[src/kdhr_pkg.sv]
// Shared types and constants for the key debounce, hold and repeat block.
// Holds register indexes, event codes, reset values and the config bundle.
// No dependencies.
`default_nettype none
package kdhr_pkg;

	localparam int KDHR_NUM_KEYS = 6;
	localparam int CNT_W         = 15;
	localparam int PROD_W        = 38;
	localparam int RECIP_SH      = 26;
	localparam int RECIP_W       = 28;
	localparam int QUO_W         = 12;
	localparam int VOLT_W        = 15;
	localparam int LIMIT_W       = 12;
	localparam int PERIOD_W      = 4;
	localparam int EVCNT_W       = 4;
	localparam int MAX_EVENTS    = 14;
	localparam int VOLT_MUL      = 330 * 347;
	localparam int VOLT_DIV      = 1023 * 47;

	// ceil(VOLT_MUL * 2^RECIP_SH / VOLT_DIV); the error stays below 1/VOLT_DIV
	// for every 10-bit sample, so the shifted product is the exact floor quotient
	localparam logic [RECIP_W-1:0] VOLT_RECIP =
		RECIP_W'(((longint'(VOLT_MUL) << RECIP_SH) + longint'(VOLT_DIV) - longint'(1)) /
		longint'(VOLT_DIV));

	localparam logic [CNT_W-1:0] CNT_MAX = {CNT_W{1'b1}};

	localparam logic [CNT_W-1:0]    RST_PRESS        = 15'd2;
	localparam logic [CNT_W-1:0]    RST_HOLD_A       = 15'd50;
	localparam logic [CNT_W-1:0]    RST_HOLD_B       = 15'd200;
	localparam logic [CNT_W-1:0]    RST_HOLD_C       = 15'd500;
	localparam logic [CNT_W-1:0]    RST_HOLD_D       = 15'd1000;
	localparam logic [CNT_W-1:0]    RST_REPEAT_START = 15'd63;
	localparam logic [PERIOD_W-1:0] RST_PERIOD_LOG2  = 4'd3;
	localparam logic [LIMIT_W-1:0]  RST_LOW_LIMIT    = 12'd400;

	typedef enum logic [2:0] {
		REG_PRESS        = 3'd0,
		REG_HOLD_A       = 3'd1,
		REG_HOLD_B       = 3'd2,
		REG_HOLD_C       = 3'd3,
		REG_HOLD_D       = 3'd4,
		REG_REPEAT_START = 3'd5,
		REG_PERIOD_LOG2  = 3'd6,
		REG_LOW_LIMIT    = 3'd7
	} reg_idx_t;

	typedef enum logic [2:0] {
		EV_STATUS   = 3'd0,
		EV_PRESSED  = 3'd1,
		EV_RELEASED = 3'd2,
		EV_HOLD_A   = 3'd3,
		EV_HOLD_B   = 3'd4,
		EV_HOLD_C   = 3'd5,
		EV_HOLD_D   = 3'd6,
		EV_REPEAT   = 3'd7
	} ev_kind_t;

	typedef struct packed {
		logic [CNT_W-1:0]    press_count;
		logic [CNT_W-1:0]    hold_count_a;
		logic [CNT_W-1:0]    hold_count_b;
		logic [CNT_W-1:0]    hold_count_c;
		logic [CNT_W-1:0]    hold_count_d;
		logic [CNT_W-1:0]    repeat_start;
		logic [PERIOD_W-1:0] repeat_period_log2;
	} key_cfg_t;

endpackage
`default_nettype wire

[src/kdhr_front.sv]
// Front end: accepts one tick, scales the converter sample by a reciprocal multiply,
// updates the stored voltage and classifies the keys. Uses kdhr_pkg.
`default_nettype none
module kdhr_front import kdhr_pkg::*; #(
	parameter int NUM_KEYS = KDHR_NUM_KEYS
) (
	input  wire                       clk,
	input  wire                       arst_n,
	input  wire                       in_valid,
	output logic                      in_ready,
	input  wire  [9:0]                adc_sample,
	input  wire  [4:0]                key_levels,
	input  wire                       remote_request,
	input  wire  [7:0]                remote_screen,
	input  wire  [7:0]                remote_key,
	input  wire  [LIMIT_W-1:0]        low_voltage_limit,
	output logic                      out_valid,
	input  wire                       out_ready,
	output logic [NUM_KEYS-1:0]       out_pressed,
	output logic                      out_request,
	output logic [7:0]                out_screen,
	output logic [7:0]                out_key,
	output logic [VOLT_W-1:0]         out_voltage
);

	typedef enum logic [3:0] {
		F_IDLE = 4'b0001,
		F_MUL  = 4'b0010,
		F_CLS  = 4'b0100,
		F_PUSH = 4'b1000
	} front_state_t;

	front_state_t      state_q;
	logic [9:0]        adc_q;
	logic [QUO_W-1:0]  quo_q;
	logic [4:0]        levels_q;
	logic              req_q;
	logic [7:0]        scr_q;
	logic [7:0]        rkey_q;
	logic [VOLT_W-1:0] volt_q;
	logic              analog_q;
	logic [PROD_W-1:0] prod;

	assign prod        = PROD_W'(adc_q) * PROD_W'(VOLT_RECIP);
	assign in_ready    = (state_q == F_IDLE);
	assign out_valid   = (state_q == F_PUSH);
	assign out_request = req_q;
	assign out_screen  = scr_q;
	assign out_key     = rkey_q;
	assign out_voltage = volt_q;

	always_comb begin
		for (int i = 0; i < NUM_KEYS; i++) begin
			if (i == 0) begin
				out_pressed[i] = analog_q;
			end else if (i <= 5) begin
				out_pressed[i] = ~levels_q[i-1];
			end else begin
				out_pressed[i] = 1'b0;
			end
		end
	end

	always_ff @(posedge clk or negedge arst_n) begin
		if (!arst_n) begin
			state_q <= F_IDLE;
			volt_q  <= '0;
		end else begin
			case (state_q)
				F_IDLE: begin
					if (in_valid) begin
						state_q <= F_MUL;
					end
				end
				F_MUL: begin
					state_q <= F_CLS;
				end
				F_CLS: begin
					if (quo_q > low_voltage_limit) begin
						volt_q <= VOLT_W'(quo_q) * VOLT_W'(10);
					end
					state_q <= F_PUSH;
				end
				F_PUSH: begin
					if (out_ready) begin
						state_q <= F_IDLE;
					end
				end
				default: state_q <= F_IDLE;
			endcase
		end
	end

	always_ff @(posedge clk) begin
		case (state_q)
			F_IDLE: begin
				if (in_valid) begin
					adc_q    <= adc_sample;
					levels_q <= key_levels;
					req_q    <= remote_request;
					scr_q    <= remote_screen;
					rkey_q   <= remote_key;
				end
			end
			F_MUL: begin
				quo_q <= prod[RECIP_SH +: QUO_W];
			end
			F_CLS: begin
				analog_q <= !(quo_q > low_voltage_limit);
			end
			default: begin
			end
		endcase
	end

endmodule
`default_nettype wire

[src/kdhr_fifo.sv]
// Small first-in first-out queue between the front end and the event sequencer.
// Generic width and depth, no package use.
`default_nettype none
module kdhr_fifo #(
	parameter int WIDTH = 8,
	parameter int DEPTH = 2
) (
	input  wire              clk,
	input  wire              arst_n,
	input  wire              wr_valid,
	output logic             wr_ready,
	input  wire  [WIDTH-1:0] wr_data,
	output logic             rd_valid,
	input  wire              rd_ready,
	output logic [WIDTH-1:0] rd_data
);

	localparam int AW = (DEPTH > 1) ? $clog2(DEPTH) : 1;
	localparam int CW = $clog2(DEPTH + 1);

	logic [WIDTH-1:0] mem_q [DEPTH];
	logic [AW-1:0]    wptr_q;
	logic [AW-1:0]    rptr_q;
	logic [CW-1:0]    count_q;
	logic             push;
	logic             pop;

	assign wr_ready = (count_q != CW'(DEPTH));
	assign rd_valid = (count_q != '0);
	assign push     = wr_valid && wr_ready;
	assign pop      = rd_valid && rd_ready;
	assign rd_data  = mem_q[rptr_q];

	always_ff @(posedge clk or negedge arst_n) begin
		if (!arst_n) begin
			wptr_q  <= '0;
			rptr_q  <= '0;
			count_q <= '0;
		end else begin
			if (push) begin
				wptr_q <= (wptr_q == AW'(DEPTH - 1)) ? '0 : wptr_q + AW'(1);
			end
			if (pop) begin
				rptr_q <= (rptr_q == AW'(DEPTH - 1)) ? '0 : rptr_q + AW'(1);
			end
			if (push && !pop) begin
				count_q <= count_q + CW'(1);
			end else if (pop && !push) begin
				count_q <= count_q - CW'(1);
			end
		end
	end

	always_ff @(posedge clk) begin
		if (push) begin
			mem_q[wptr_q] <= wr_data;
		end
	end

endmodule
`default_nettype wire

[src/kdhr_back.sv]
// Event sequencer: walks the remote pair, each key's hold counter and the status result
// of a tick into an output register, at most one per cycle unless stalled. Uses kdhr_pkg.
`default_nettype none
module kdhr_back import kdhr_pkg::*; #(
	parameter int NUM_KEYS = KDHR_NUM_KEYS
) (
	input  wire                 clk,
	input  wire                 arst_n,
	input  key_cfg_t            cfg,
	input  wire                 in_valid,
	output logic                in_ready,
	input  wire  [NUM_KEYS-1:0] in_pressed,
	input  wire                 in_request,
	input  wire  [7:0]          in_screen,
	input  wire  [7:0]          in_key,
	input  wire  [VOLT_W-1:0]   in_voltage,
	output logic                out_valid,
	input  wire                 out_ready,
	output logic [2:0]          out_kind,
	output logic [7:0]          out_key,
	output logic                out_remote,
	output logic [7:0]          out_screen,
	output logic [VOLT_W-1:0]   out_voltage,
	output logic                out_last
);

	localparam int KW = (NUM_KEYS > 1) ? $clog2(NUM_KEYS) : 1;

	typedef enum logic [5:0] {
		B_IDLE  = 6'b000001,
		B_REM_P = 6'b000010,
		B_REM_R = 6'b000100,
		B_KEY   = 6'b001000,
		B_REP   = 6'b010000,
		B_STAT  = 6'b100000
	} back_state_t;

	back_state_t         state_q;
	logic [CNT_W-1:0]    hold_q [NUM_KEYS];
	logic [NUM_KEYS-1:0] pressed_q;
	logic [7:0]          scr_q;
	logic [7:0]          rkey_q;
	logic [VOLT_W-1:0]   volt_q;
	logic [KW-1:0]       key_q;
	logic [EVCNT_W-1:0]  n_q;

	logic                can_emit;
	logic                step;
	logic [CNT_W-1:0]    cnt;
	logic [CNT_W-1:0]    cinc;
	logic [CNT_W-1:0]    cnt_next;
	logic                prs;
	logic                adv;
	logic                rel;
	logic                has_mark;
	ev_kind_t            mark_kind;
	logic [15:0]         mask;
	logic                rep;
	logic                second;
	logic                last_key;
	logic                ev_req;
	ev_kind_t            ev_kind;
	logic                ev_remote;
	logic                ev_last;
	logic                ev_keep;

	assign can_emit = !out_valid || out_ready;
	assign step     = can_emit && (state_q != B_IDLE);
	assign in_ready = (state_q == B_IDLE);
	assign last_key = (key_q == KW'(NUM_KEYS - 1));

	assign cnt      = hold_q[key_q];
	assign prs      = pressed_q[key_q];
	assign cinc     = cnt + CNT_W'(1);
	assign adv      = prs && (cnt != CNT_MAX);
	assign rel      = !prs && (cnt >= cfg.press_count);
	assign mask     = (16'd1 << cfg.repeat_period_log2) - 16'd1;
	assign rep      = (cinc > cfg.repeat_start) && ((cinc & mask[CNT_W-1:0]) == '0);
	assign second   = adv && has_mark && rep;
	assign cnt_next = !prs ? '0 : (adv ? cinc : cnt);

	always_comb begin
		has_mark  = 1'b1;
		mark_kind = EV_PRESSED;
		if (cinc == cfg.press_count) begin
			mark_kind = EV_PRESSED;
		end else if (cinc == cfg.hold_count_a) begin
			mark_kind = EV_HOLD_A;
		end else if (cinc == cfg.hold_count_b) begin
			mark_kind = EV_HOLD_B;
		end else if (cinc == cfg.hold_count_c) begin
			mark_kind = EV_HOLD_C;
		end else if (cinc == cfg.hold_count_d) begin
			mark_kind = EV_HOLD_D;
		end else begin
			has_mark = 1'b0;
		end
	end

	always_comb begin
		ev_req    = 1'b0;
		ev_kind   = EV_STATUS;
		ev_remote = 1'b0;
		ev_last   = 1'b0;
		case (state_q)
			B_REM_P: begin
				ev_req    = 1'b1;
				ev_kind   = EV_PRESSED;
				ev_remote = 1'b1;
			end
			B_REM_R: begin
				ev_req    = 1'b1;
				ev_kind   = EV_RELEASED;
				ev_remote = 1'b1;
			end
			B_KEY: begin
				if (rel) begin
					ev_req  = 1'b1;
					ev_kind = EV_RELEASED;
				end else if (adv && has_mark) begin
					ev_req  = 1'b1;
					ev_kind = mark_kind;
				end else if (adv && rep) begin
					ev_req  = 1'b1;
					ev_kind = EV_REPEAT;
				end
			end
			B_REP: begin
				ev_req  = 1'b1;
				ev_kind = EV_REPEAT;
			end
			B_STAT: begin
				ev_req  = 1'b1;
				ev_last = 1'b1;
			end
			default: begin
			end
		endcase
		ev_keep = ev_req && (ev_last || (n_q < EVCNT_W'(MAX_EVENTS)));
	end

	always_ff @(posedge clk or negedge arst_n) begin
		if (!arst_n) begin
			state_q   <= B_IDLE;
			out_valid <= 1'b0;
			n_q       <= '0;
			key_q     <= '0;
			for (int i = 0; i < NUM_KEYS; i++) begin
				hold_q[i] <= '0;
			end
		end else begin
			if (can_emit) begin
				out_valid <= step && ev_keep;
			end
			if (step && ev_keep && !ev_last) begin
				n_q <= n_q + EVCNT_W'(1);
			end
			case (state_q)
				B_IDLE: begin
					if (in_valid) begin
						n_q     <= '0;
						key_q   <= '0;
						state_q <= in_request ? B_REM_P : B_KEY;
					end
				end
				B_REM_P: begin
					if (step) begin
						state_q <= B_REM_R;
					end
				end
				B_REM_R: begin
					if (step) begin
						state_q <= B_KEY;
					end
				end
				B_KEY: begin
					if (step) begin
						hold_q[key_q] <= cnt_next;
						if (second) begin
							state_q <= B_REP;
						end else if (last_key) begin
							state_q <= B_STAT;
						end else begin
							key_q <= key_q + KW'(1);
						end
					end
				end
				B_REP: begin
					if (step) begin
						if (last_key) begin
							state_q <= B_STAT;
						end else begin
							key_q   <= key_q + KW'(1);
							state_q <= B_KEY;
						end
					end
				end
				B_STAT: begin
					if (step) begin
						state_q <= B_IDLE;
					end
				end
				default: state_q <= B_IDLE;
			endcase
		end
	end

	always_ff @(posedge clk) begin
		if (state_q == B_IDLE && in_valid) begin
			pressed_q <= in_pressed;
			scr_q     <= in_screen;
			rkey_q    <= in_key;
			volt_q    <= in_voltage;
		end
		if (step) begin
			out_kind    <= ev_kind;
			out_key     <= ev_remote ? rkey_q : (ev_last ? 8'd0 : 8'(key_q));
			out_remote  <= ev_remote;
			out_screen  <= ev_remote ? scr_q : 8'd0;
			out_voltage <= volt_q;
			out_last    <= ev_last;
		end
	end

endmodule
`default_nettype wire

[src/key_debounce_hold_repeat.sv]
// Top level of the key debounce, hold and repeat block: config registers,
// front end, tick queue and event sequencer. Uses kdhr_pkg and all kdhr_* modules.
//
// channel  dir  handshake         payload
// s_axis   in   s_tvalid/tready   tdata: sample, levels, screen, key; tuser: request
// m_axis   out  m_tvalid/tready   tdata: key, remote, screen, voltage; tuser: kind
// cfg      in   cfg_we            cfg_index, cfg_data
//
// Front end takes a tick through accept, reciprocal multiply, classify and push.
// The sequencer steps through accept, the remote pair when requested, each key, an extra
// step for a key that adds a repeat to a pressed or hold event, and status, with
// one result per cycle at most; the sequencer sets the tick rate.
// Reset clears hold counters, stored voltage and registers to defaults at once.
// A stalled output holds the sequencer; the queue lets the front end keep working.
`default_nettype none
module key_debounce_hold_repeat import kdhr_pkg::*; #(
	parameter int NUM_KEYS = KDHR_NUM_KEYS
) (
	input  wire         clk,
	input  wire         arst_n,
	input  wire         s_tvalid,
	output logic        s_tready,
	input  wire  [31:0] s_tdata,   // adc_sample[9:0], key_levels[14:10],
	                               // remote_screen[22:15], remote_key[30:23], zero
	input  wire  [0:0]  s_tuser,   // remote_request
	output logic        m_tvalid,
	input  wire         m_tready,
	output logic [31:0] m_tdata,   // key_index[7:0], from_remote[8],
	                               // screen_number[16:9], voltage_mv[31:17]
	output logic [2:0]  m_tuser,   // event_kind
	output logic        m_tlast,
	input  wire         cfg_we,
	input  wire  [2:0]  cfg_index,
	input  wire  [14:0] cfg_data
);

	localparam int ITEM_W = NUM_KEYS + 1 + 8 + 8 + VOLT_W;

	key_cfg_t            cfg_q;
	logic [LIMIT_W-1:0]  limit_q;

	logic                f_valid;
	logic                f_ready;
	logic [NUM_KEYS-1:0] f_pressed;
	logic                f_request;
	logic [7:0]          f_screen;
	logic [7:0]          f_key;
	logic [VOLT_W-1:0]   f_voltage;
	logic [ITEM_W-1:0]   q_wdata;
	logic [ITEM_W-1:0]   q_rdata;
	logic                q_valid;
	logic                q_ready;

	logic [7:0]          o_key;
	logic                o_remote;
	logic [7:0]          o_screen;
	logic [VOLT_W-1:0]   o_voltage;

	always_ff @(posedge clk or negedge arst_n) begin
		if (!arst_n) begin
			cfg_q.press_count        <= RST_PRESS;
			cfg_q.hold_count_a       <= RST_HOLD_A;
			cfg_q.hold_count_b       <= RST_HOLD_B;
			cfg_q.hold_count_c       <= RST_HOLD_C;
			cfg_q.hold_count_d       <= RST_HOLD_D;
			cfg_q.repeat_start       <= RST_REPEAT_START;
			cfg_q.repeat_period_log2 <= RST_PERIOD_LOG2;
			limit_q                  <= RST_LOW_LIMIT;
		end else if (cfg_we) begin
			case (reg_idx_t'(cfg_index))
				REG_PRESS:        cfg_q.press_count        <= cfg_data;
				REG_HOLD_A:       cfg_q.hold_count_a       <= cfg_data;
				REG_HOLD_B:       cfg_q.hold_count_b       <= cfg_data;
				REG_HOLD_C:       cfg_q.hold_count_c       <= cfg_data;
				REG_HOLD_D:       cfg_q.hold_count_d       <= cfg_data;
				REG_REPEAT_START: cfg_q.repeat_start       <= cfg_data;
				REG_PERIOD_LOG2:  cfg_q.repeat_period_log2 <= cfg_data[PERIOD_W-1:0];
				REG_LOW_LIMIT:    limit_q                  <= cfg_data[LIMIT_W-1:0];
				default: begin
				end
			endcase
		end
	end

	kdhr_front #(
		.NUM_KEYS(NUM_KEYS)
	) u_front (
		.clk              (clk),
		.arst_n           (arst_n),
		.in_valid         (s_tvalid),
		.in_ready         (s_tready),
		.adc_sample       (s_tdata[9:0]),
		.key_levels       (s_tdata[14:10]),
		.remote_request   (s_tuser[0]),
		.remote_screen    (s_tdata[22:15]),
		.remote_key       (s_tdata[30:23]),
		.low_voltage_limit(limit_q),
		.out_valid        (f_valid),
		.out_ready        (f_ready),
		.out_pressed      (f_pressed),
		.out_request      (f_request),
		.out_screen       (f_screen),
		.out_key          (f_key),
		.out_voltage      (f_voltage)
	);

	assign q_wdata = {f_voltage, f_key, f_screen, f_request, f_pressed};

	kdhr_fifo #(
		.WIDTH(ITEM_W),
		.DEPTH(2)
	) u_fifo (
		.clk     (clk),
		.arst_n  (arst_n),
		.wr_valid(f_valid),
		.wr_ready(f_ready),
		.wr_data (q_wdata),
		.rd_valid(q_valid),
		.rd_ready(q_ready),
		.rd_data (q_rdata)
	);

	kdhr_back #(
		.NUM_KEYS(NUM_KEYS)
	) u_back (
		.clk        (clk),
		.arst_n     (arst_n),
		.cfg        (cfg_q),
		.in_valid   (q_valid),
		.in_ready   (q_ready),
		.in_pressed (q_rdata[NUM_KEYS-1:0]),
		.in_request (q_rdata[NUM_KEYS]),
		.in_screen  (q_rdata[NUM_KEYS+8:NUM_KEYS+1]),
		.in_key     (q_rdata[NUM_KEYS+16:NUM_KEYS+9]),
		.in_voltage (q_rdata[ITEM_W-1:NUM_KEYS+17]),
		.out_valid  (m_tvalid),
		.out_ready  (m_tready),
		.out_kind   (m_tuser),
		.out_key    (o_key),
		.out_remote (o_remote),
		.out_screen (o_screen),
		.out_voltage(o_voltage),
		.out_last   (m_tlast)
	);

	assign m_tdata = {o_voltage, o_screen, o_remote, o_key};

endmodule
`default_nettype wire

[config.mk]
export PLATFORM = sky130hd
export DESIGN_NAME = key_debounce_hold_repeat
export DESIGN_NICKNAME = d
export VERILOG_FILES = /design/src/kdhr_pkg.sv /design/src/kdhr_front.sv /design/src/kdhr_fifo.sv /design/src/kdhr_back.sv /design/src/key_debounce_hold_repeat.sv
export SDC_FILE = /design/constraint.sdc
export NUM_CORES = 1
export LEC_CHECK = 0
export ABC_CLOCK_PERIOD_IN_PS = 6000
export BUFFER_PORTS_ARGS = -buffer_cell sky130_fd_sc_hd__buf_2
export CELL_PAD_IN_SITES_DETAIL_PLACEMENT = 1
export CELL_PAD_IN_SITES_GLOBAL_PLACEMENT = 1
export CORE_MARGIN = 2
export CORE_UTILIZATION = 52
export CTS_BUF_LIST = sky130_fd_sc_hd__clkbuf_16
export DETAILED_ROUTE_END_ITERATION = 8
export PLACE_DENSITY = 0.84
export SLEW_MARGIN = 0
export SYNTH_ARGS = -nofsm -noshare
export SYNTH_HDL_FRONTEND = slang
export SYNTH_SLANG_ARGS = --single-unit
[constraint.sdc]
create_clock -name clk -period 6 [get_ports clk]
set_input_delay 0.9 -clock clk [delete_from_list [all_inputs] [get_ports clk]]
set_output_delay 0.9 -clock clk [all_outputs]
set_load 0.05 [all_outputs]
==> results of run 1 <==
-- where the power goes --
part / switching, mW / total (mW) / internal (mW)
Clock: 1.23 / 2.69 / 1.46
Combinational: 5.21 / 8.73 / 3.52
Sequential: 0.426 / 4.33 / 3.91
Total: 6.86 / 15.8 / 8.89
-- registers in the layout (all words and copies together) (netlist names), 10 cells and up --
name                 count
u_front.adc_q           10
u_fifo.mem_q            74
cfg_q                   94
u_back.volt_q           14
limit_q                 12
u_front.out_voltage     14
u_back.out_voltage      14
u_back.hold_q           90
u_front.quo_q           12
-- synth_stat cells (8+ instances only) --
| cell type | count |
|---|---|
| sky130_fd_sc_hd__a21boi_0 | 9 |
| sky130_fd_sc_hd__a21o_1 | 24 |
| sky130_fd_sc_hd__a21oi_1 | 61 |
| sky130_fd_sc_hd__a31oi_1 | 8 |
| sky130_fd_sc_hd__and2_1 | 27 |
| sky130_fd_sc_hd__and3_1 | 8 |
| sky130_fd_sc_hd__buf_2 | 8 |
| sky130_fd_sc_hd__clkbuf_1 | 44 |
| sky130_fd_sc_hd__dfrtp_1 | 200 |
| sky130_fd_sc_hd__dfstp_2 | 32 |
| sky130_fd_sc_hd__edfxtp_1 | 190 |
| sky130_fd_sc_hd__fa_1 | 66 |
| sky130_fd_sc_hd__ha_1 | 173 |
| sky130_fd_sc_hd__inv_1 | 212 |
| sky130_fd_sc_hd__mux2_2 | 231 |
| sky130_fd_sc_hd__mux2i_1 | 27 |
| sky130_fd_sc_hd__nand2_1 | 72 |
| sky130_fd_sc_hd__nand2b_1 | 21 |
| sky130_fd_sc_hd__nand3_1 | 20 |
| sky130_fd_sc_hd__nand4_1 | 23 |
| sky130_fd_sc_hd__nor2_1 | 72 |
| sky130_fd_sc_hd__nor2b_1 | 20 |
| sky130_fd_sc_hd__nor3_1 | 32 |
| sky130_fd_sc_hd__nor4_1 | 14 |
| sky130_fd_sc_hd__nor4b_1 | 8 |
| sky130_fd_sc_hd__o211ai_1 | 9 |
| sky130_fd_sc_hd__o21a_1 | 14 |
| sky130_fd_sc_hd__o21ai_0 | 47 |
| sky130_fd_sc_hd__o31ai_1 | 14 |
| sky130_fd_sc_hd__xnor2_1 | 67 |
| sky130_fd_sc_hd__xnor3_1 | 10 |
| sky130_fd_sc_hd__xor2_1 | 22 |
-- cell families (layout without fill, tap and decap cells) --
family | count (synthesis) | count (layout) | share of synthesized area (%)
flip-flops | 422 | 422 | 47.7
AND/OR/NAND/NOR | 376 | 376 | 8.59
buffers and inverters | 283 | 470 | 4.71
AO/OA/AOI/OAI | 275 | 275 | 7.80
multiplexers | 267 | 267 | 12.5
adder cells (fa/ha/maj) | 240 | 240 | 14.4
XOR/XNOR | 101 | 101 | 4.28
other | 1 | 4 | 0.0155
-- final cells by class --
cell class / instances / area [um2] / share of cell area (%)
multi-input combinational: 1260 / 11600 / 42.7
clock buffer: 45 / 1130 / 4.13
tap: 607 / 759 / 2.79
sequential: 422 / 11600 / 42.4
clock inverter: 38 / 264 / 0.969
inverter: 216 / 811 / 2.98
timing repair buffer: 171 / 1080 / 3.96
antenna: 3 / 7.51 / 0.0276
-- repair_timing --
item,in CTS,in global routing
setup buffers,0,5
endpoints found under the hold margin,0,0
hold buffers,0,0
gates resized for setup,0,8
endpoints found under the setup margin,0,13
-- how the worst min path moves through the flow --
| stage | depth (start not counted) | slack, ns | to | from |
|---|---|---|---|---|
| 3_5_place_dp | 0 | 0.41 | u_back.out_voltage[1] | u_back.volt_q[1] |
| 6_report | 1 | 0.36 | u_back.hold_q[20] | arst_n |
| 2_1_floorplan | 0 | 0.40 | u_back.out_voltage[10] | u_back.volt_q[10] |
| 4_1_cts | 1 | 0.40 | u_back.hold_q[19] | arst_n |
| 3_3_place_gp | 0 | 0.40 | u_back.out_voltage[4] | u_back.volt_q[4] |
| 5_1_grt | 1 | 0.41 | u_back.hold_q[30] | arst_n |
-- routing by layer --
layer / track usage [%] / wire, um / up-vias
met3: 3.74 / 2910 / 177
met4: 13.3 / 3000 / 0
met2: 53.2 / 36600 / 471
met5: 0 / 0 / -
met1: 34.9 / 27400 / 8456
li1: - / - / 7327
==> metrics.log, run 1 <==
INFO  metric worst_path_largest_cell_delay = 0.61 ns
INFO  metric timing.critical_path.to_type = flop
INFO  metric power.density = 578 mW/mm2
INFO  metric critical_register_to_register_path_endpoint = u_back.n_q[0]
INFO  metric wl_per_cell = 25.3 um
INFO  metric avgSynthCellArea = 12.3 um2
INFO  metric cp.depth = 18
INFO  metric synth.ff_latch_count = 422
INFO  metric crit_path_cell_trace = buf_4, buf_4, and3b_1, a21oi_1, o221ai_1, and3_1, nand4_1, nand2b_1, inv_1, ha_1, nand2_1, nor3_1, o21ai_0, a221oi_1, nor3_1, nor2_2, o21a_1, mux2i_1
INFO  metric vert_die_dim = 220 um
INFO  metric synth-seq-area-share = 47.7%
INFO  metric place.detailed.hpwl = 49,000 um
INFO  metric route.final.wire_length = 69,900 um
INFO  metric antenna_left = 0
INFO  metric power.leakage = 12.2 nW
INFO  metric layout.filler_cells = 4,714
INFO  metric cp-start-kind = flop
INFO  metric yosys.area.top_type_share = 23.6%
INFO  metric grt_antenna_before_repair = 3
INFO  metric place.port_buffers = 91
INFO  metric drive_gt1_share = 25.7%
INFO  metric setup-violations-final = 0
INFO  metric crit_end = u_back.n_q[0]
INFO  metric ir_drop = 0.000458 V
INFO  metric cts.path.max_buffers = 3
INFO  metric drt-pass1-iter-count = 5
INFO  metric final-hold-violation-count = 0
INFO  metric most_frequent_cells_in_the_layout = 231 x sky130_fd_sc_hd__mux2_2, 217 x sky130_fd_sc_hd__inv_1, 198 x sky130_fd_sc_hd__dfrtp_1, 190 x sky130_fd_sc_hd__edfxtp_1, 171 x sky130_fd_sc_hd__ha_1
INFO  metric cts_made_buffers = 45
INFO  metric regToRegStartpoint = u_back.key_q[0]
INFO  metric status = completed
INFO  metric min_period_over_period = 97.8%
INFO  metric areaGrowthSynthToFinish = 12.4%
INFO  metric netlist_area = 0.0242 mm2
INFO  metric drt-vias-per-instance = 5.95
INFO  metric stdcell_count = 2,762
INFO  metric synth-edff-count = 190
INFO  metric r2r_slack = 0.13 ns
INFO  metric hold_ws = 0.359 ns
INFO  metric synth_fp_nets = 2,260
INFO  metric synth.distinct_cells = 98
INFO  metric top_level_ports = 94
INFO  metric number_of_h_tree_branching_levels = 2
INFO  metric placementRows = 79
INFO  metric initial_core_util = 52.4%
INFO  metric timing_worst_setup_path_type = flop to flop
INFO  metric timing.critical_path.max_delay_family = simple AND/OR/NAND/NOR gates
INFO  metric wire_length_of_the_first_global_routing_pass = 108,000 um
INFO  metric clk_pin_slew_worst_paths = 0.07 ns
INFO  metric critical_path.max_fanout = 20
INFO  metric final.setup.worst_slack = 0.135 ns
INFO  metric max-slew-margin-rel = 14.3%
INFO  metric num-nets-final = 2,411
INFO  metric post-place-cells = 2,671
INFO  metric timing.setup.tns = 0 ns
INFO  metric asyncSetResetFlopFracSynth = 55.0%
INFO  metric clock_sinks = 422
INFO  metric hold_path_class = input port to asynchronous set/reset pin
INFO  metric die-width = 220 um
INFO  metric total_power = 15.8 mW
INFO  metric drt_iter0_drcs = 1,425
INFO  metric netlist_top_cells_area = sky130_fd_sc_hd__edfxtp_1 24%, sky130_fd_sc_hd__dfrtp_1 21%, sky130_fd_sc_hd__mux2_2 11%, sky130_fd_sc_hd__ha_1 8.9%, sky130_fd_sc_hd__fa_1 5.5%
INFO  metric grt_pass1_vias = 18,310
INFO  metric arrival = 6.36 ns
INFO  metric timing.reg2reg.worst_path_depth = 18
INFO  metric report.final.slew_viol_count = 0
INFO  metric most_frequent_standard_cell_in_the_layout_excluding_fill_and_tap_cells = sky130_fd_sc_hd__mux2_2
INFO  metric grt_start_max_net_pins = 128
INFO  metric critical_path.n_buffers_inverters = 3
INFO  metric drcViolationCount = 0
INFO  metric globalRoute.totalOverflow = 0
INFO  metric clock_insertion_delay_worst_skew = 0.60 ns
INFO  metric finClkSkew = 0.0300 ns
INFO  metric placement.setup.worst_slack = 0.178 ns
INFO  metric finish.instance_area = 0.0272 mm2
INFO  metric maxClockFrequency = 170 MHz
INFO  metric timing.critical_path.from = u_back.key_q[0]
INFO  metric critPathRequiredTime = 6.50 ns
INFO  metric timing.final.crit_period = 5.87 ns
INFO  metric clk_root_buffer_cell = sky130_fd_sc_hd__clkbuf_16
INFO  metric postPlaceCellArea = 0.0258 mm2
INFO  metric finalCoreUtilization = 58.9%
INFO  metric least_margin_pin_slew = 1.28 ns
INFO  metric routabilityCongestion = 0.925
INFO  metric postSynth.topFlopCell = sky130_fd_sc_hd__dfrtp_1
INFO  metric floorplan.core_area = 0.0463 mm2
INFO  metric grtUsageTotal = 29.4%
INFO  metric critPathSlowestCell = sky130_fd_sc_hd__dfrtp_2
INFO  metric timing.max_cap.violations = 0
INFO  metric dieArea = 0.0483 mm2
INFO  metric cts_tree = done
INFO  metric vias = 16,431
INFO  metric cells_after_synth = 1,965
INFO  metric synth.largest_area_cell = sky130_fd_sc_hd__edfxtp_1
INFO  metric synthesis.yosys.warnings = 0
No activity file was read; power rests on OpenSTA's default activity.
==> run 2: changes to the inputs <==
ABC_CLOCK_PERIOD_IN_PS = 5200   (was 6000)
CORE_UTILIZATION = 47   (was 52)
PLACE_DENSITY = 0.8   (was 0.84)
clock period = 5.2 ns   (was 6 ns; I/O delays follow)
==> run 2 against run 1 <==
Effect of this change:
- the flow now finishes with violations (negative setup slack)
- flip-flop and latch count stayed put
- power is 28% higher
- via count is 3.6% higher
- routed wire length is 3.3% higher
- setup slack worse by 0.29 ns
- sequential power is 15% higher
- sequential share of layout area is 2.0 points lower
- global-route usage is 2.6 points lower
- critical path type unchanged
- largest cell class unchanged
- largest power group unchanged
==> metrics.log, run 2 (synthesized netlist as in run 1, its figures left out) <==
INFO  metric status = complete, but fails checks
INFO  metric failing_checks = negative setup slack
INFO  metric clock_sinks = 422 (unchanged)
INFO  metric drt_iter0_drcs = 1,054 (-26%)
INFO  metric setup-violations-final = 4 (+4)
INFO  metric hold_path_class = input port to asynchronous set/reset pin
INFO  metric drt-vias-per-instance = 5.79 (-2.7%)
INFO  metric pwr-share-comb = 59.0% (+3.6 points)
INFO  metric cts_hold_buffers = 0 (unchanged)
INFO  metric floorplan.core_area = 0.0511 mm2 (+10%)
INFO  metric placementRows = 83 (+5.1%)
INFO  metric most_frequent_standard_cell_in_the_layout_excluding_fill_and_tap_cells = sky130_fd_sc_hd__mux2_2
INFO  metric finClkSkew = 0.0148 ns (-0.0153 ns)
INFO  metric total_power = 20.2 mW (+28%)
INFO  metric timing.max_cap.violations = 0 (unchanged)
INFO  metric wire_length_of_the_first_global_routing_pass = 109,000 um (+1.7%)
INFO  metric drive_gt1_share = 31.4% (+5.8 points)
INFO  metric finalCoreUtilization = 55.9% (-3.0 points)
INFO  metric cts_tree = done
INFO  metric power.share.clock = 16.4% (-0.7 points)
INFO  metric hold_ws = 0.284 ns (-0.0756 ns)
INFO  metric wl_per_cell = 24.5 um (-3.0%)
INFO  metric routabilityCongestion = 0.883 (-4.6%)
INFO  metric max-slew-margin-rel = 18.3% (+4.0 points)
INFO  metric place.port_buffers = 91 (unchanged)
INFO  metric initial_core_util = 47.4% (-5.0 points)
INFO  metric power.leakage = 12.8 nW (+5.0%)
INFO  metric clk_pin_slew_worst_paths = 0.06 ns (about the same)
INFO  metric most_frequent_cells_in_the_layout = 231 x sky130_fd_sc_hd__mux2_2, 211 x sky130_fd_sc_hd__inv_1, 197 x sky130_fd_sc_hd__dfrtp_1, 190 x sky130_fd_sc_hd__edfxtp_1, 172 x sky130_fd_sc_hd__buf_4
INFO  metric final-hold-violation-count = 0 (unchanged)
INFO  metric critPathRequiredTime = 5.53 ns (-0.97 ns)
INFO  metric internal-power = 11.5 mW (+30%)
INFO  metric power_switching = 8.67 mW (+26%)
INFO  metric vias = 17,019 (+3.6%)
INFO  metric power.density = 707 mW/mm2 (+22%)
INFO  metric grt_pass1_vias = 18,912 (+3.3%)
INFO  metric die-width = 231 um (+5.1%)
INFO  metric grt_start_max_net_pins = 120 (-6.3%)
INFO  metric largest_register_ffs = 94 (unchanged)
INFO  metric num-nets-final = 2,517 (+4.4%)
INFO  metric grtUsageTotal = 26.8% (-2.6 points)
INFO  metric layout_top_registers = cfg_q x94, u_back.hold_q x90, u_fifo.mem_q x74
INFO  metric drcViolationCount = 0 (unchanged)
INFO  metric cp-start-kind = flop
INFO  metric timing_worst_setup_path_type = flop to flop
INFO  metric number_of_h_tree_branching_levels = 2 (unchanged)
INFO  metric worst_path_largest_cell_delay = 0.56 ns (-0.05 ns)
INFO  metric timing.critical_path.max_delay_family = adder cells
INFO  metric final.setup.worst_slack = -0.157 ns (-0.292 ns)
INFO  metric sw_frac_of_total = 42.9% (-0.64 points)
INFO  metric vert_die_dim = 231 um (+5.1%)
INFO  metric pwr-share-seq = 24.6% (-2.9 points)
INFO  metric clock_insertion_delay_worst_skew = 0.59 ns (about the same)
INFO  metric maxClockFrequency = 187 MHz (+9.5%)
INFO  metric ir_drop = 0.00136 V (+200%)
INFO  metric place.detailed.hpwl = 49,500 um (+0.96%)
INFO  metric timing.final.crit_period = 5.36 ns (-0.508 ns)
INFO  metric timing.critical_path.to_type = flop
INFO  metric globalRoute.totalOverflow = 0 (unchanged)
INFO  metric cts.path.max_buffers = 3 (unchanged)
INFO  metric route.final.wire_length = 72,200 um (+3.3%)
INFO  metric dieArea = 0.0534 mm2 (+10%)
INFO  metric report.final.slew_viol_count = 0 (unchanged)
INFO  metric top_level_ports = 94 (unchanged)
INFO  metric cts_made_buffers = 47 (+4.4%)
INFO  metric regMostFlops = cfg_q
INFO  metric least_margin_pin_slew = 1.22 ns (-0.0594 ns)
INFO  metric antenna_left = 0 (unchanged)
INFO  metric critical_path.max_fanout = 3 (-85%)
INFO  metric grt_antenna_before_repair = 1 (-2)
INFO  metric critPathSlowestCell = sky130_fd_sc_hd__fa_1
INFO  metric crit_path_cell_trace = buf_4, fa_2, fa_1, inv_1, fa_1, inv_1, fa_1, ha_1, ha_2, a21o_1, a21o_1, a21o_1, a21oi_2, nand3b_1, a21oi_2, nor3_2, o21ai_1, buf_4, a21boi_4, o21a_1, o21a_1, nor2_1, xnor2_1
INFO  metric critical_path.n_buffers_inverters = 4 (+1)
INFO  metric areaGrowthSynthToFinish = 17.9%
INFO  metric grt_setup_unrepaired = yes
INFO  metric min_period_over_period = 103% (+5.3 points)
INFO  metric drt-pass1-iter-count = 7 (+2)
INFO  metric arrival = 5.69 ns (-0.67 ns)
INFO  metric clk_root_buffer_cell = sky130_fd_sc_hd__clkbuf_16
[run 2: cell count changes in the layout (fill, tap and decap cells not counted), moves of 4 or more]
cell                        before  now
sky130_fd_sc_hd__a21oi_1        60   52
sky130_fd_sc_hd__a21oi_2         1    9
sky130_fd_sc_hd__buf_4          79  172
sky130_fd_sc_hd__buf_6           0   11
sky130_fd_sc_hd__clkbuf_16      45   49
sky130_fd_sc_hd__ha_1          171  156
sky130_fd_sc_hd__ha_4            0   13
sky130_fd_sc_hd__inv_1         217  211
sky130_fd_sc_hd__inv_2           1    8
sky130_fd_sc_hd__o21ai_0        45   40
[run 2: power groups by stage]
stage / combinational, mW / clock (mW) / sequential (mW)
6_report: 11.9 / 3.32 / 4.96
5_1_grt: 13.1 / 3.47 / 5.02
4_1_cts: 11.4 / 3.36 / 4.96
3_5_place_dp: 10.5 / 0 / 5.00
3_3_place_gp: 9.80 / 0 / 4.93
2_1_floorplan: 6.64 / 0 / 5.29
[run 2: path summary, 6_finish.rpt]
check	startpoint	endpoint	slack (ns)	cells after the start
setup reg to reg	u_front.adc_q[8]	u_front.quo_q[11]	-0.16	23
min in group clk	s_tdata[10]	u_front.levels_q[0]	0.37	1
hold reg to reg	u_back.volt_q[4]	u_back.out_voltage[4]	0.42	0
setup / recovery	u_front.adc_q[8]	u_front.quo_q[11]	-0.16	23
max in group asynchronous	arst_n	u_front.out_voltage[6]	3.74	2
hold / removal	arst_n	cfg_q[31]	0.28	1
[run 2: layout make-up]
| class | count | area, um2 |
|---|---|---|
| Antenna cell | 1 | 2.50 |
| Clock buffer | 49 | 1230 |
| Clock inverter | 38 | 282 |
| Fill cell | 5261 | 22500 |
| Inverter | 216 | 811 |
| Multi-Input combinational cell | 1260 | 11900 |
| Sequential cell | 422 | 11600 |
| Tap cell | 680 | 851 |
| Timing Repair Buffer | 275 | 1900 |
[run 2: through the flow]
stage	cell area (um2)	instances	setup WS [ns]	TNS, ns
global placement	26500	2822	-0.336	-1.12
global route	28600	2940	-0.340	-1.80
finish	28600	2941	-0.157	-0.349
detailed placement	26500	2822	-0.478	-1.94
CTS	28300	2919	-0.172	-0.348
floorplan	24200	1965	-0.0148	-0.0148
[run 2: repair_timing]
item / CTS / global route
endpoints found under the setup margin: 21 / 24
gates resized for setup: 42 / 33
pin swaps: 39 / 35
buffers inserted: 10 / 21
[run 2: worst register-to-register path: stages (launching register included)]
cell and delay (ns):
sky130_fd_sc_hd__edfxtp_1 0.41, sky130_fd_sc_hd__buf_4 0.16, sky130_fd_sc_hd__fa_2 0.48, sky130_fd_sc_hd__fa_1 0.51
sky130_fd_sc_hd__inv_1 0.07, sky130_fd_sc_hd__fa_1 0.56, sky130_fd_sc_hd__inv_1 0.08, sky130_fd_sc_hd__fa_1 0.52
sky130_fd_sc_hd__ha_1 0.23, sky130_fd_sc_hd__ha_2 0.19, sky130_fd_sc_hd__a21o_1 0.16, sky130_fd_sc_hd__a21o_1 0.15
sky130_fd_sc_hd__a21o_1 0.16, sky130_fd_sc_hd__a21oi_2 0.15, sky130_fd_sc_hd__nand3b_1 0.11, sky130_fd_sc_hd__a21oi_2 0.13
sky130_fd_sc_hd__nor3_2 0.06, sky130_fd_sc_hd__o21ai_1 0.18, sky130_fd_sc_hd__buf_4 0.16, sky130_fd_sc_hd__a21boi_4 0.05
sky130_fd_sc_hd__o21a_1 0.20, sky130_fd_sc_hd__o21a_1 0.19, sky130_fd_sc_hd__nor2_1 0.12, sky130_fd_sc_hd__xnor2_1 0.08
[run 2: per-layer routing]
metal,share of wire [%],track usage (%)
met1,38,31.3
met2,52,48.3
met3,4.3,3.70
met4,5.3,13.4
met5,0,0
